$ cat src/sv/vml_pkg.sv
// shared constants, microcode format and control program of the velocity limiter
package vml_pkg;

  localparam int unsigned VelWidthDef = 16;
  localparam int unsigned MaxSpdBits  = 15;
  localparam logic [MaxSpdBits-1:0] MaxSpdReset = 15'd1280;

  localparam int unsigned PcW   = 4;
  localparam int unsigned OpW   = 4;
  localparam int unsigned CondW = 3;
  localparam int unsigned CntLdW = 2;

  // datapath operations
  localparam logic [OpW-1:0] OP_NOP    = 4'd0;
  localparam logic [OpW-1:0] OP_ACCEPT = 4'd1;
  localparam logic [OpW-1:0] OP_SQX    = 4'd2;
  localparam logic [OpW-1:0] OP_SQY    = 4'd3;
  localparam logic [OpW-1:0] OP_SUM    = 4'd4;
  localparam logic [OpW-1:0] OP_SQRT   = 4'd5;
  localparam logic [OpW-1:0] OP_CMP    = 4'd6;
  localparam logic [OpW-1:0] OP_DIV_LD = 4'd7;
  localparam logic [OpW-1:0] OP_DIV    = 4'd8;
  localparam logic [OpW-1:0] OP_FINX   = 4'd9;
  localparam logic [OpW-1:0] OP_FINY   = 4'd10;
  localparam logic [OpW-1:0] OP_OUT    = 4'd11;

  // sequencing conditions
  localparam logic [CondW-1:0] C_NEXT     = 3'd0;
  localparam logic [CondW-1:0] C_WAIT_IN  = 3'd1;
  localparam logic [CondW-1:0] C_LOOP     = 3'd2;
  localparam logic [CondW-1:0] C_SKIP_NC  = 3'd3;
  localparam logic [CondW-1:0] C_WAIT_OUT = 3'd4;
  localparam logic [CondW-1:0] C_JUMP     = 3'd5;

  // step counter loads
  localparam logic [CntLdW-1:0] CNT_NONE = 2'd0;
  localparam logic [CntLdW-1:0] CNT_SQRT = 2'd1;
  localparam logic [CntLdW-1:0] CNT_DIV  = 2'd2;

  // program addresses that are jump targets or watched
  localparam logic [PcW-1:0] PC_ACCEPT = 4'd0;
  localparam logic [PcW-1:0] PC_SQRT   = 4'd4;
  localparam logic [PcW-1:0] PC_CMP    = 4'd5;
  localparam logic [PcW-1:0] PC_OUT    = 4'd11;

  typedef struct packed {
    logic [OpW-1:0]    op;
    logic [CondW-1:0]  cond;
    logic [CntLdW-1:0] cnt_ld;
    logic [PcW-1:0]    target;
  } ucode_t;

  // sequencer to datapath
  typedef struct packed {
    logic [OpW-1:0] op;
    logic           accept;
    logic           out_load;
  } ctrl_t;

  // datapath to sequencer
  typedef struct packed {
    logic in_valid;
    logic out_busy;
    logic over_limit;
  } status_t;

  function automatic ucode_t ucode_rom(input logic [PcW-1:0] pc);
    ucode_t w;
    w = '{op: OP_NOP, cond: C_JUMP, cnt_ld: CNT_NONE, target: PC_ACCEPT};
    case (pc)
      4'd0:  w = '{op: OP_ACCEPT, cond: C_WAIT_IN,  cnt_ld: CNT_NONE, target: PC_ACCEPT};
      4'd1:  w = '{op: OP_SQX,    cond: C_NEXT,     cnt_ld: CNT_NONE, target: PC_ACCEPT};
      4'd2:  w = '{op: OP_SQY,    cond: C_NEXT,     cnt_ld: CNT_NONE, target: PC_ACCEPT};
      4'd3:  w = '{op: OP_SUM,    cond: C_NEXT,     cnt_ld: CNT_SQRT, target: PC_ACCEPT};
      4'd4:  w = '{op: OP_SQRT,   cond: C_LOOP,     cnt_ld: CNT_NONE, target: PC_ACCEPT};
      4'd5:  w = '{op: OP_CMP,    cond: C_SKIP_NC,  cnt_ld: CNT_NONE, target: PC_OUT};
      4'd6:  w = '{op: OP_DIV_LD, cond: C_NEXT,     cnt_ld: CNT_DIV,  target: PC_ACCEPT};
      4'd7:  w = '{op: OP_DIV,    cond: C_LOOP,     cnt_ld: CNT_NONE, target: PC_ACCEPT};
      4'd8:  w = '{op: OP_FINX,   cond: C_NEXT,     cnt_ld: CNT_DIV,  target: PC_ACCEPT};
      4'd9:  w = '{op: OP_DIV,    cond: C_LOOP,     cnt_ld: CNT_NONE, target: PC_ACCEPT};
      4'd10: w = '{op: OP_FINY,   cond: C_NEXT,     cnt_ld: CNT_NONE, target: PC_ACCEPT};
      4'd11: w = '{op: OP_OUT,    cond: C_WAIT_OUT, cnt_ld: CNT_NONE, target: PC_ACCEPT};
      default: ;
    endcase
    return w;
  endfunction

endpackage

$ cat src/sv/vml_if.sv
// stream interfaces for adjustment items and velocity results
interface vml_in_if
  import vml_pkg::*;
#(
  parameter int unsigned VEL_WIDTH = VelWidthDef
);
  logic                        valid;
  logic                        ready;
  logic signed [VEL_WIDTH-1:0] x_adjust;
  logic signed [VEL_WIDTH-1:0] y_adjust;

  modport source (output valid, output x_adjust, output y_adjust, input ready);
  modport sink   (input valid, input x_adjust, input y_adjust, output ready);
endinterface

interface vml_out_if
  import vml_pkg::*;
#(
  parameter int unsigned VEL_WIDTH = VelWidthDef
);
  logic                        valid;
  logic                        ready;
  logic signed [VEL_WIDTH-1:0] vel_x;
  logic signed [VEL_WIDTH-1:0] vel_y;
  logic                        clamped;

  modport source (output valid, output vel_x, output vel_y, output clamped, input ready);
  modport sink   (input valid, input vel_x, input vel_y, input clamped, output ready);
endinterface

$ cat src/sv/velocity_magnitude_limiter.sv
// Velocity magnitude limiter: adds adjustments to a stored 2-D velocity and clamps its length.
//
// in_i carries one item per transfer: x_adjust and y_adjust, signed fixed point.
// out_o carries one result per input item: vel_x, vel_y and clamped.
// cfg_we_i/cfg_wdata_i write the speed limit (15 bits, same fixed-point format); write
// only while no item is in flight.
// Each item is worked by a microcoded sequencer over a shared multiplier, a root unit
// that yields one bit a cycle and a divider that yields one quotient bit a cycle.
// When the limit is exceeded, compare is followed by two 15-bit divisions that scale x and y
// before the output load; otherwise compare goes straight to the output load. in_i.ready
// is high only in the accept step, so one item is at work at a time and the next may enter
// in the cycle after the previous result is loaded, as the sequencer then jumps to accept.
// The result sits in an output register: the next item is accepted and worked while
// the receiver stalls, and its final load waits until that register frees up.
// Reset clears the stored velocity to zero, sets the speed limit to 1280 (5.0) and
// empties the output register.
module velocity_magnitude_limiter
  import vml_pkg::*;
#(
  parameter int unsigned VEL_WIDTH = VelWidthDef
) (
  input  logic                  clk_i,
  input  logic                  rst_ni,
  vml_in_if.sink                in_i,
  vml_out_if.source             out_o,
  input  logic                  cfg_we_i,
  input  logic [MaxSpdBits-1:0] cfg_wdata_i
);

  ctrl_t   ctrl;
  status_t status;

  assign in_i.ready = (ctrl.op == OP_ACCEPT);

  vml_sequencer #(
    .VEL_WIDTH(VEL_WIDTH)
  ) u_seq (
    .clk_i   (clk_i),
    .rst_ni  (rst_ni),
    .status_i(status),
    .ctrl_o  (ctrl)
  );

  vml_datapath #(
    .VEL_WIDTH(VEL_WIDTH)
  ) u_dp (
    .clk_i      (clk_i),
    .rst_ni     (rst_ni),
    .ctrl_i     (ctrl),
    .status_o   (status),
    .cfg_we_i   (cfg_we_i),
    .cfg_wdata_i(cfg_wdata_i),
    .in_valid_i (in_i.valid),
    .x_adjust_i (in_i.x_adjust),
    .y_adjust_i (in_i.y_adjust),
    .out_valid_o(out_o.valid),
    .out_ready_i(out_o.ready),
    .vel_x_o    (out_o.vel_x),
    .vel_y_o    (out_o.vel_y),
    .clamped_o  (out_o.clamped)
  );

endmodule

$ cat src/sv/vml_sequencer.sv
// microcode sequencer: program counter, step counter and control store
module vml_sequencer
  import vml_pkg::*;
#(
  parameter int unsigned VEL_WIDTH = VelWidthDef
) (
  input  logic    clk_i,
  input  logic    rst_ni,
  input  status_t status_i,
  output ctrl_t   ctrl_o
);

  localparam int unsigned MulW = (VEL_WIDTH > MaxSpdBits) ? VEL_WIDTH : MaxSpdBits;
  localparam int unsigned CntW = $clog2(MulW);
  localparam logic [CntW-1:0] SqrtLast = CntW'(VEL_WIDTH - 1);
  localparam logic [CntW-1:0] DivLast  = CntW'(MaxSpdBits - 1);

  logic [PcW-1:0]  pc_q, pc_d;
  logic [CntW-1:0] cnt_q, cnt_d;
  ucode_t          uw;
  logic [PcW-1:0]  pc_inc;

  assign uw     = ucode_rom(pc_q);
  assign pc_inc = pc_q + 1'b1;

  always_comb begin
    pc_d  = pc_q;
    cnt_d = cnt_q;
    unique case (uw.cond)
      C_NEXT:     pc_d = pc_inc;
      C_WAIT_IN:  pc_d = status_i.in_valid ? pc_inc : pc_q;
      C_LOOP: begin
        if (cnt_q != '0) begin
          cnt_d = cnt_q - 1'b1;
        end else begin
          pc_d = pc_inc;
        end
      end
      C_SKIP_NC:  pc_d = status_i.over_limit ? pc_inc : uw.target;
      C_WAIT_OUT: pc_d = status_i.out_busy ? pc_q : uw.target;
      C_JUMP:     pc_d = uw.target;
      default:    pc_d = PC_ACCEPT;
    endcase
    case (uw.cnt_ld)
      CNT_SQRT: cnt_d = SqrtLast;
      CNT_DIV:  cnt_d = DivLast;
      default: ;
    endcase
  end

  always_ff @(posedge clk_i or negedge rst_ni) begin
    if (!rst_ni) begin
      pc_q  <= PC_ACCEPT;
      cnt_q <= '0;
    end else begin
      pc_q  <= pc_d;
      cnt_q <= cnt_d;
    end
  end

  assign ctrl_o.op       = uw.op;
  assign ctrl_o.accept   = (uw.op == OP_ACCEPT) && status_i.in_valid;
  assign ctrl_o.out_load = (uw.op == OP_OUT) && !status_i.out_busy;

  // the root loop only leaves toward the compare step
  a_sqrt_exit: assert property (@(posedge clk_i) disable iff (!rst_ni)
    pc_q == PC_SQRT |=> pc_q == PC_SQRT || pc_q == PC_CMP)
    else $error("root loop left to a wrong step");

endmodule

$ cat src/sv/vml_datapath.sv
// velocity registers, shared multiplier, root and divide step units, output register
module vml_datapath
  import vml_pkg::*;
#(
  parameter int unsigned VEL_WIDTH = VelWidthDef
) (
  input  logic                        clk_i,
  input  logic                        rst_ni,
  input  ctrl_t                       ctrl_i,
  output status_t                     status_o,
  input  logic                        cfg_we_i,
  input  logic [MaxSpdBits-1:0]       cfg_wdata_i,
  input  logic                        in_valid_i,
  input  logic signed [VEL_WIDTH-1:0] x_adjust_i,
  input  logic signed [VEL_WIDTH-1:0] y_adjust_i,
  output logic                        out_valid_o,
  input  logic                        out_ready_i,
  output logic signed [VEL_WIDTH-1:0] vel_x_o,
  output logic signed [VEL_WIDTH-1:0] vel_y_o,
  output logic                        clamped_o
);

  localparam int unsigned W    = VEL_WIDTH;
  localparam int unsigned QB   = MaxSpdBits;
  localparam int unsigned MulW = (W > QB) ? W : QB;
  localparam int unsigned PW   = W + MulW;

  logic [QB-1:0]        spd_lim_q;
  logic signed [W-1:0]  x_q, y_q;
  logic [PW-1:0]        prod_q;
  logic [2*W-1:0]       acc_q;
  logic [W:0]           srem_q;
  logic [W-1:0]         root_q;
  logic [W-1:0]         drem_q;
  logic [QB-1:0]        dq_q;
  logic                 clamp_q;
  logic                 out_valid_q;
  logic signed [W-1:0]  out_x_q, out_y_q;
  logic                 out_clamp_q;

  // saturating sums
  logic [W:0]           sum_x, sum_y;
  logic [W-1:0]         sat_x, sat_y;
  logic [W-1:0]         min_val, max_val;

  assign min_val = {1'b1, {(W-1){1'b0}}};
  assign max_val = {1'b0, {(W-1){1'b1}}};
  assign sum_x = {x_q[W-1], x_q} + {x_adjust_i[W-1], x_adjust_i};
  assign sum_y = {y_q[W-1], y_q} + {y_adjust_i[W-1], y_adjust_i};
  assign sat_x = (sum_x[W] != sum_x[W-1]) ? (sum_x[W] ? min_val : max_val) : sum_x[W-1:0];
  assign sat_y = (sum_y[W] != sum_y[W-1]) ? (sum_y[W] ? min_val : max_val) : sum_y[W-1:0];

  // magnitudes and shared multiplier
  logic [W-1:0]    ax, ay;
  logic [W-1:0]    mul_a;
  logic [MulW-1:0] mul_b;
  logic [PW-1:0]   mul_p;

  assign ax = x_q[W-1] ? W'(-x_q) : W'(x_q);
  assign ay = y_q[W-1] ? W'(-y_q) : W'(y_q);

  always_comb begin
    mul_a = ax;
    mul_b = MulW'(ax);
    case (ctrl_i.op)
      OP_SQY: begin
        mul_a = ay;
        mul_b = MulW'(ay);
      end
      OP_CMP: mul_b = MulW'(spd_lim_q);
      OP_DIV_LD: begin
        mul_a = ay;
        mul_b = MulW'(spd_lim_q);
      end
      default: ;
    endcase
  end

  assign mul_p = PW'(mul_a) * PW'(mul_b);

  // one root digit per step
  logic [W+2:0] sq_r, sq_t, sq_diff;
  logic         sq_bit;

  assign sq_r    = {srem_q, acc_q[2*W-1 -: 2]};
  assign sq_t    = {1'b0, root_q, 2'b01};
  assign sq_bit  = (sq_r >= sq_t);
  assign sq_diff = sq_r - sq_t;

  // one quotient bit per step
  logic [W:0] dv_r, dv_diff;
  logic       dv_bit;

  assign dv_r    = {drem_q, dq_q[QB-1]};
  assign dv_bit  = (dv_r >= {1'b0, root_q});
  assign dv_diff = dv_r - {1'b0, root_q};

  // quotient back into signed velocity, sign taken from the component
  logic [W-1:0] quo;
  logic [W-1:0] fin_x, fin_y;

  assign quo   = W'(MulW'(dq_q));
  assign fin_x = x_q[W-1] ? W'(-quo) : quo;
  assign fin_y = y_q[W-1] ? W'(-quo) : quo;

  assign status_o.in_valid   = in_valid_i;
  assign status_o.out_busy   = out_valid_q && !out_ready_i;
  assign status_o.over_limit = MulW'(root_q) > MulW'(spd_lim_q);

  always_ff @(posedge clk_i or negedge rst_ni) begin
    if (!rst_ni) begin
      spd_lim_q   <= MaxSpdReset;
      x_q         <= '0;
      y_q         <= '0;
      out_valid_q <= 1'b0;
    end else begin
      if (cfg_we_i) begin
        spd_lim_q <= cfg_wdata_i;
      end
      if (ctrl_i.accept) begin
        x_q <= sat_x;
        y_q <= sat_y;
      end else if (ctrl_i.op == OP_FINX) begin
        x_q <= fin_x;
      end else if (ctrl_i.op == OP_FINY) begin
        y_q <= fin_y;
      end
      if (ctrl_i.out_load) begin
        out_valid_q <= 1'b1;
      end else if (out_ready_i) begin
        out_valid_q <= 1'b0;
      end
    end
  end

  always_ff @(posedge clk_i) begin
    case (ctrl_i.op)
      OP_SQX: prod_q <= mul_p;
      OP_SQY: begin
        prod_q <= mul_p;
        acc_q  <= prod_q[2*W-1:0];
      end
      OP_SUM: begin
        acc_q  <= acc_q + prod_q[2*W-1:0];
        srem_q <= '0;
        root_q <= '0;
      end
      OP_SQRT: begin
        acc_q  <= {acc_q[2*W-3:0], 2'b00};
        srem_q <= sq_bit ? sq_diff[W:0] : sq_r[W:0];
        root_q <= {root_q[W-2:0], sq_bit};
      end
      OP_CMP: begin
        prod_q  <= mul_p;
        clamp_q <= status_o.over_limit;
      end
      OP_DIV_LD: begin
        prod_q <= mul_p;
        drem_q <= W'(prod_q[PW-1:QB]);
        dq_q   <= prod_q[QB-1:0];
      end
      OP_DIV: begin
        drem_q <= dv_bit ? dv_diff[W-1:0] : dv_r[W-1:0];
        dq_q   <= {dq_q[QB-2:0], dv_bit};
      end
      OP_FINX: begin
        drem_q <= W'(prod_q[PW-1:QB]);
        dq_q   <= prod_q[QB-1:0];
      end
      default: ;
    endcase
    if (ctrl_i.out_load) begin
      out_x_q     <= x_q;
      out_y_q     <= y_q;
      out_clamp_q <= clamp_q;
    end
  end

  assign out_valid_o = out_valid_q;
  assign vel_x_o     = out_x_q;
  assign vel_y_o     = out_y_q;
  assign clamped_o   = out_clamp_q;

  // a scaled component never exceeds the limit
  a_quo_bound: assert property (@(posedge clk_i) disable iff (!rst_ni)
    (ctrl_i.op == OP_FINX || ctrl_i.op == OP_FINY) |-> MulW'(dq_q) <= MulW'(spd_lim_q))
    else $error("scaled component above the speed limit");

  // a result only appears from an output load
  a_out_load: assert property (@(posedge clk_i) disable iff (!rst_ni)
    $rose(out_valid_q) |-> $past(ctrl_i.out_load))
    else $error("result valid without a load");

endmodule

$ cat src/flat_wrapper.sv
// flat-port wrapper written by rule: the top's interface ports become plain ports
module velocity_magnitude_limiter_flat import vml_pkg::*;
#(
  parameter int unsigned VEL_WIDTH = VelWidthDef
)
  (clk_i, rst_ni, cfg_we_i, cfg_wdata_i, in_i_valid, in_i_x_adjust, in_i_y_adjust, in_i_ready, out_o_valid, out_o_vel_x, out_o_vel_y, out_o_clamped, out_o_ready);
  vml_in_if #(.VEL_WIDTH(VEL_WIDTH)) in_i_i ();
  vml_out_if #(.VEL_WIDTH(VEL_WIDTH)) out_o_i ();
  input  logic clk_i;
  input  logic rst_ni;
  input  logic cfg_we_i;
  input  logic [MaxSpdBits-1:0] cfg_wdata_i;
  input wire logic [$bits(in_i_i.valid)-1:0] in_i_valid;
  input wire logic [$bits(in_i_i.x_adjust)-1:0] in_i_x_adjust;
  input wire logic [$bits(in_i_i.y_adjust)-1:0] in_i_y_adjust;
  output wire logic [$bits(in_i_i.ready)-1:0] in_i_ready;
  output wire logic [$bits(out_o_i.valid)-1:0] out_o_valid;
  output wire logic [$bits(out_o_i.vel_x)-1:0] out_o_vel_x;
  output wire logic [$bits(out_o_i.vel_y)-1:0] out_o_vel_y;
  output wire logic [$bits(out_o_i.clamped)-1:0] out_o_clamped;
  input wire logic [$bits(out_o_i.ready)-1:0] out_o_ready;
  assign in_i_i.valid = in_i_valid;
  assign in_i_i.x_adjust = in_i_x_adjust;
  assign in_i_i.y_adjust = in_i_y_adjust;
  assign in_i_ready = in_i_i.ready;
  assign out_o_valid = out_o_i.valid;
  assign out_o_vel_x = out_o_i.vel_x;
  assign out_o_vel_y = out_o_i.vel_y;
  assign out_o_clamped = out_o_i.clamped;
  assign out_o_i.ready = out_o_ready;
  velocity_magnitude_limiter #(.VEL_WIDTH(VEL_WIDTH)) u_core (.clk_i(clk_i), .rst_ni(rst_ni), .in_i(in_i_i), .out_o(out_o_i), .cfg_we_i(cfg_we_i), .cfg_wdata_i(cfg_wdata_i));
endmodule
$ cat config.mk
export PLATFORM = sky130hd
export DESIGN_NAME = velocity_magnitude_limiter_flat
export DESIGN_NICKNAME = d
export VERILOG_FILES = /design/src/sv/vml_pkg.sv /design/src/sv/vml_if.sv /design/src/sv/velocity_magnitude_limiter.sv /design/src/sv/vml_sequencer.sv /design/src/sv/vml_datapath.sv /design/src/flat_wrapper.sv
export SDC_FILE = /design/constraint.sdc
export NUM_CORES = 1
export LEC_CHECK = 0
export BUFFER_PORTS_ARGS = -buffer_cell sky130_fd_sc_hd__clkbuf_2
export CORE_MARGIN = 2
export CORE_UTILIZATION = 30
export DETAILED_ROUTE_END_ITERATION = 10
export GPL_ROUTABILITY_DRIVEN = 0
export MAX_ROUTING_LAYER = met4
export SYNTH_ARGS = -nofsm -noshare
export SYNTH_HDL_FRONTEND = slang
export SYNTH_SLANG_ARGS = --single-unit
export TNS_END_PERCENT = 100
$ cat constraint.sdc
create_clock -name clk_i -period 18.94 [get_ports clk_i]
set_input_delay 1.894 -clock clk_i [delete_from_list [all_inputs] [get_ports clk_i]]
set_output_delay 1.894 -clock clk_i [all_outputs]
set_load 0.02 [all_outputs]
==> flow_metrics.env <==
export IMPL_first_global_vias=19000
export IMPL_wl_per_cell_um=17.5
export IMPL_hold_end="u_core.u_dp.clamped_o$_DFFE_PP_"
export IMPL_path_delay_family="adder cells"
export IMPL_hpwl_um=51400
export IMPL_top_layer="met4"
export IMPL_grt_setup_unrepaired="no"
export IMPL_cts_root_buf="clkbuf_16"
export IMPL_synth_cell_types=89
export IMPL_port_buffers=86
export IMPL_ys_top_cells_by_count="342 x inv_1, 285 x nand2_1, 226 x ha_1"
export IMPL_ys_flop_type="edfxtp_1"
export IMPL_crit_path_end_kind="flip-flop"
export IMPL_cap_violations=0
export IMPL_final_cell_area_um2=26500
export IMPL_cts_sinks=218
export IMPL_pin_count=87
export IMPL_holdCritPathClass="flip-flop to flip-flop"
export IMPL_fin_util=0.336
export IMPL_grt_first_pass_wirelength_um=105000
export IMPL_areaGrowthSynthToFinish_pct=10.9
export IMPL_die_h_um=286
export IMPL_grt_max_degree=57
export IMPL_path_buf_inv=4
export IMPL_die_area_um2=81900
export IMPL_antenna_found_initial=3
export IMPL_synth_area_um2=23900
export IMPL_yosys_top_cells_area="edfxtp_1 20%, fa_1 17%, ha_1 12%"
export IMPL_avgSynthCellArea_um2=9.15
export IMPL_synth_top_cell_area_share=0.204
export IMPL_core_area_um2=78900
export IMPL_drc=0
export IMPL_rrSetupSlack_ps=9290
export IMPL_yosysMostFrequentCell="inv_1"
export IMPL_clockBufferDepth=3
export IMPL_grtUsageTotal=0.166
export IMPL_place_ws_ps=9340
export IMPL_hold_viol=0
export IMPL_avgViaCountPerCell=5.03
export IMPL_die_w_um=286
export IMPL_min_path_cells=0
export IMPL_setup_viol=0
export IMPL_drt_iter0_markers=1605
export IMPL_cp_common_cell="fa_1"
export IMPL_worst_slack_ps=9290
export IMPL_timing_fmax_mhz=104
export IMPL_cts_setup_buffers=0
export IMPL_clkTransAtPathRegs_ps=60
export IMPL_fin_crit_sh=0.510
export IMPL_start_util=0.303
export IMPL_drt_wl_total_um=65600
export IMPL_synth_cells=2612
export IMPL_tightest_slew_ps=1180
export IMPL_rows=103
export IMPL_skew_ps=16.3
export IMPL_postRouteAntennaNets=0
export IMPL_m1WireLength_um=29400
export IMPL_postCtsResizedCells=0
export IMPL_nNetsFinal=3151
export IMPL_start_kind="flip-flop"
export IMPL_wl_met3_um=3980
export IMPL_synth_seq_cells=218
export IMPL_cts_buffers=25
export IMPL_status="complete, no violations"
export IMPL_relSlewSlack=0.208
export IMPL_slowest_stage="nor2_4"
export IMPL_synth_top_area_cell="edfxtp_1"
export IMPL_place_area_um2=25600
export IMPL_regToRegStartpoint="u_core.u_seq.pc_q[0]$_DFFE_PN0P_"
export IMPL_holdCritStartpoint="u_core.u_dp.clamp_q$_DFFE_PP_"
export IMPL_vias=18900
export IMPL_cts_tree="done"
export IMPL_yosysWarnings=0
export IMPL_grt_overflow=0
export IMPL_setup_tns_ps=0
export IMPL_clk_latency_ps=550
export IMPL_slew_violations=0
export IMPL_criticalPathCategory="flip-flop to flip-flop"
export IMPL_synthArstFlopShare=0.257
export IMPL_finalCriticalPeriod_ps=9650
export IMPL_arrival_ps=9940
export IMPL_synth_seq_area_share=0.262
export IMPL_synth_edff_count=162
export IMPL_wl_met2_um=30500
export IMPL_r2r_cells=28
export IMPL_crit_path_max_incr_delay_ps=810
export IMPL_path_max_fanout=37
export IMPL_layout_drive_gt1_share=0.0839
export IMPL_h_tree_depth=1
export IMPL_cp_required_ps=19230
export IMPL_r2r_end="u_core.u_dp.prod_q[30]$_DFFE_PP_"
export IMPL_firstDrtPassIters=8
export IMPL_cts_hold_buf=0
[layout make-up]
class                           instances  area [um^2]
Fill cell                            8188        52400
Sequential cell                       218         6270
Inverter                              342         1280
Antenna cell                            2         5.00
Timing Repair Buffer                  115          648
Clock inverter                         18          214
Multi-Input combinational cell       1973        16100
Tap cell                             1050         1310
Clock buffer                           28          678
[state kept, by name, summed over array words and instances (netlist names)]
signal / cells
u_core.u_dp.out_valid_o: 1
u_core.u_dp.clamped_o: 1
u_core.u_dp.srem_q: 17
u_core.u_dp.clamp_q: 1
u_core.u_dp.y_q: 16
u_core.u_dp.acc_q: 32
u_core.u_seq.cnt_q: 4
u_core.u_dp.vel_x_o: 16
u_core.u_dp.x_q: 16
u_core.u_dp.dq_q: 15
u_core.u_dp.spd_lim_q: 15
u_core.u_dp.prod_q: 32
u_core.u_seq.pc_q: 4
u_core.u_dp.root_q: 16
u_core.u_dp.drem_q: 16
u_core.u_dp.vel_y_o: 16
[metrics by stage]
step                hold WS, ps  std cells
floorplan                   400       2617
global placement            403       3698
detailed placement          417       3698
CTS                         432       3744
global route                441       3746
finish                      434       3746
[worst max-delay path by stage]
stage | startpoint | to | slack [ps] | depth (start not counted)
after floorplan | u_core.u_seq.pc_q[0]$_DFFE_PN0P_ | u_core.u_dp.prod_q[30]$_DFFE_PP_ | 9490 | 32
after global placement | u_core.u_seq.pc_q[0]$_DFFE_PN0P_ | u_core.u_dp.prod_q[30]$_DFFE_PP_ | 9540 | 28
after detailed placement | u_core.u_seq.pc_q[0]$_DFFE_PN0P_ | u_core.u_dp.prod_q[30]$_DFFE_PP_ | 9340 | 28
after CTS | u_core.u_seq.pc_q[0]$_DFFE_PN0P_ | u_core.u_dp.prod_q[30]$_DFFE_PP_ | 9310 | 28
after global routing | u_core.u_seq.pc_q[0]$_DFFE_PN0P_ | u_core.u_dp.prod_q[30]$_DFFE_PP_ | 8420 | 28
final | u_core.u_seq.pc_q[0]$_DFFE_PN0P_ | u_core.u_dp.prod_q[30]$_DFFE_PP_ | 9290 | 28
[per-layer routing]
layer	global-route usage	up-vias
met2	0.268	520
met5	-	-
li1	-	9053
met4	0.0462	0
met3	0.0220	95
met1	0.217	9192
[cells in the final DEF (no fill, tap or decap), types with 15 or more instances in the layout]
cell type and instances:
mux2_2 18, and2_1 36, nor2_1 218, xnor2_1 80, nand3_1 29, clkbuf_2 86
nand2_1 284, mux2i_1 41, or3_1 16, ha_1 226, fa_1 198, a21oi_1 115
xor2_1 77, dfrtp_1 54, edfxtp_1 162, inv_1 342, a22o_1 15, o21ai_0 164
a21o_1 51, nor3_1 25, nor2b_1 29, clkbuf_16 26, a22oi_1 35, o211ai_1 17
buf_4 29, o21a_1 29, nand2b_1 32
[worst reg2reg max path, delay by kind of cell (launching register included)]
family          cells  cell delay, ps
fa+ha+maj           8            3840
simple gates        6            2100
compound gates      8            2010
mux                 1             630
flops               1             430
buf+inv             4             290
xor+xnor            1             100
[cell families after synthesis]
kind of cell | Yosys count | synth area share
multiplexers | 64 | 0.0278
AO/OA/AOI/OAI | 567 | 0.154
XOR/XNOR | 157 | 0.0575
flip-flops | 218 | 0.262
AND/OR/NAND/NOR | 754 | 0.146
buffers and inverters | 426 | 0.0674
adder cells (fa/ha/maj) | 424 | 0.284
other | 2 | 0.000314
Power is left out: the tool's default activity adds up to more than one toggle a clock period on the data nets, which glitch-free logic cannot reach.
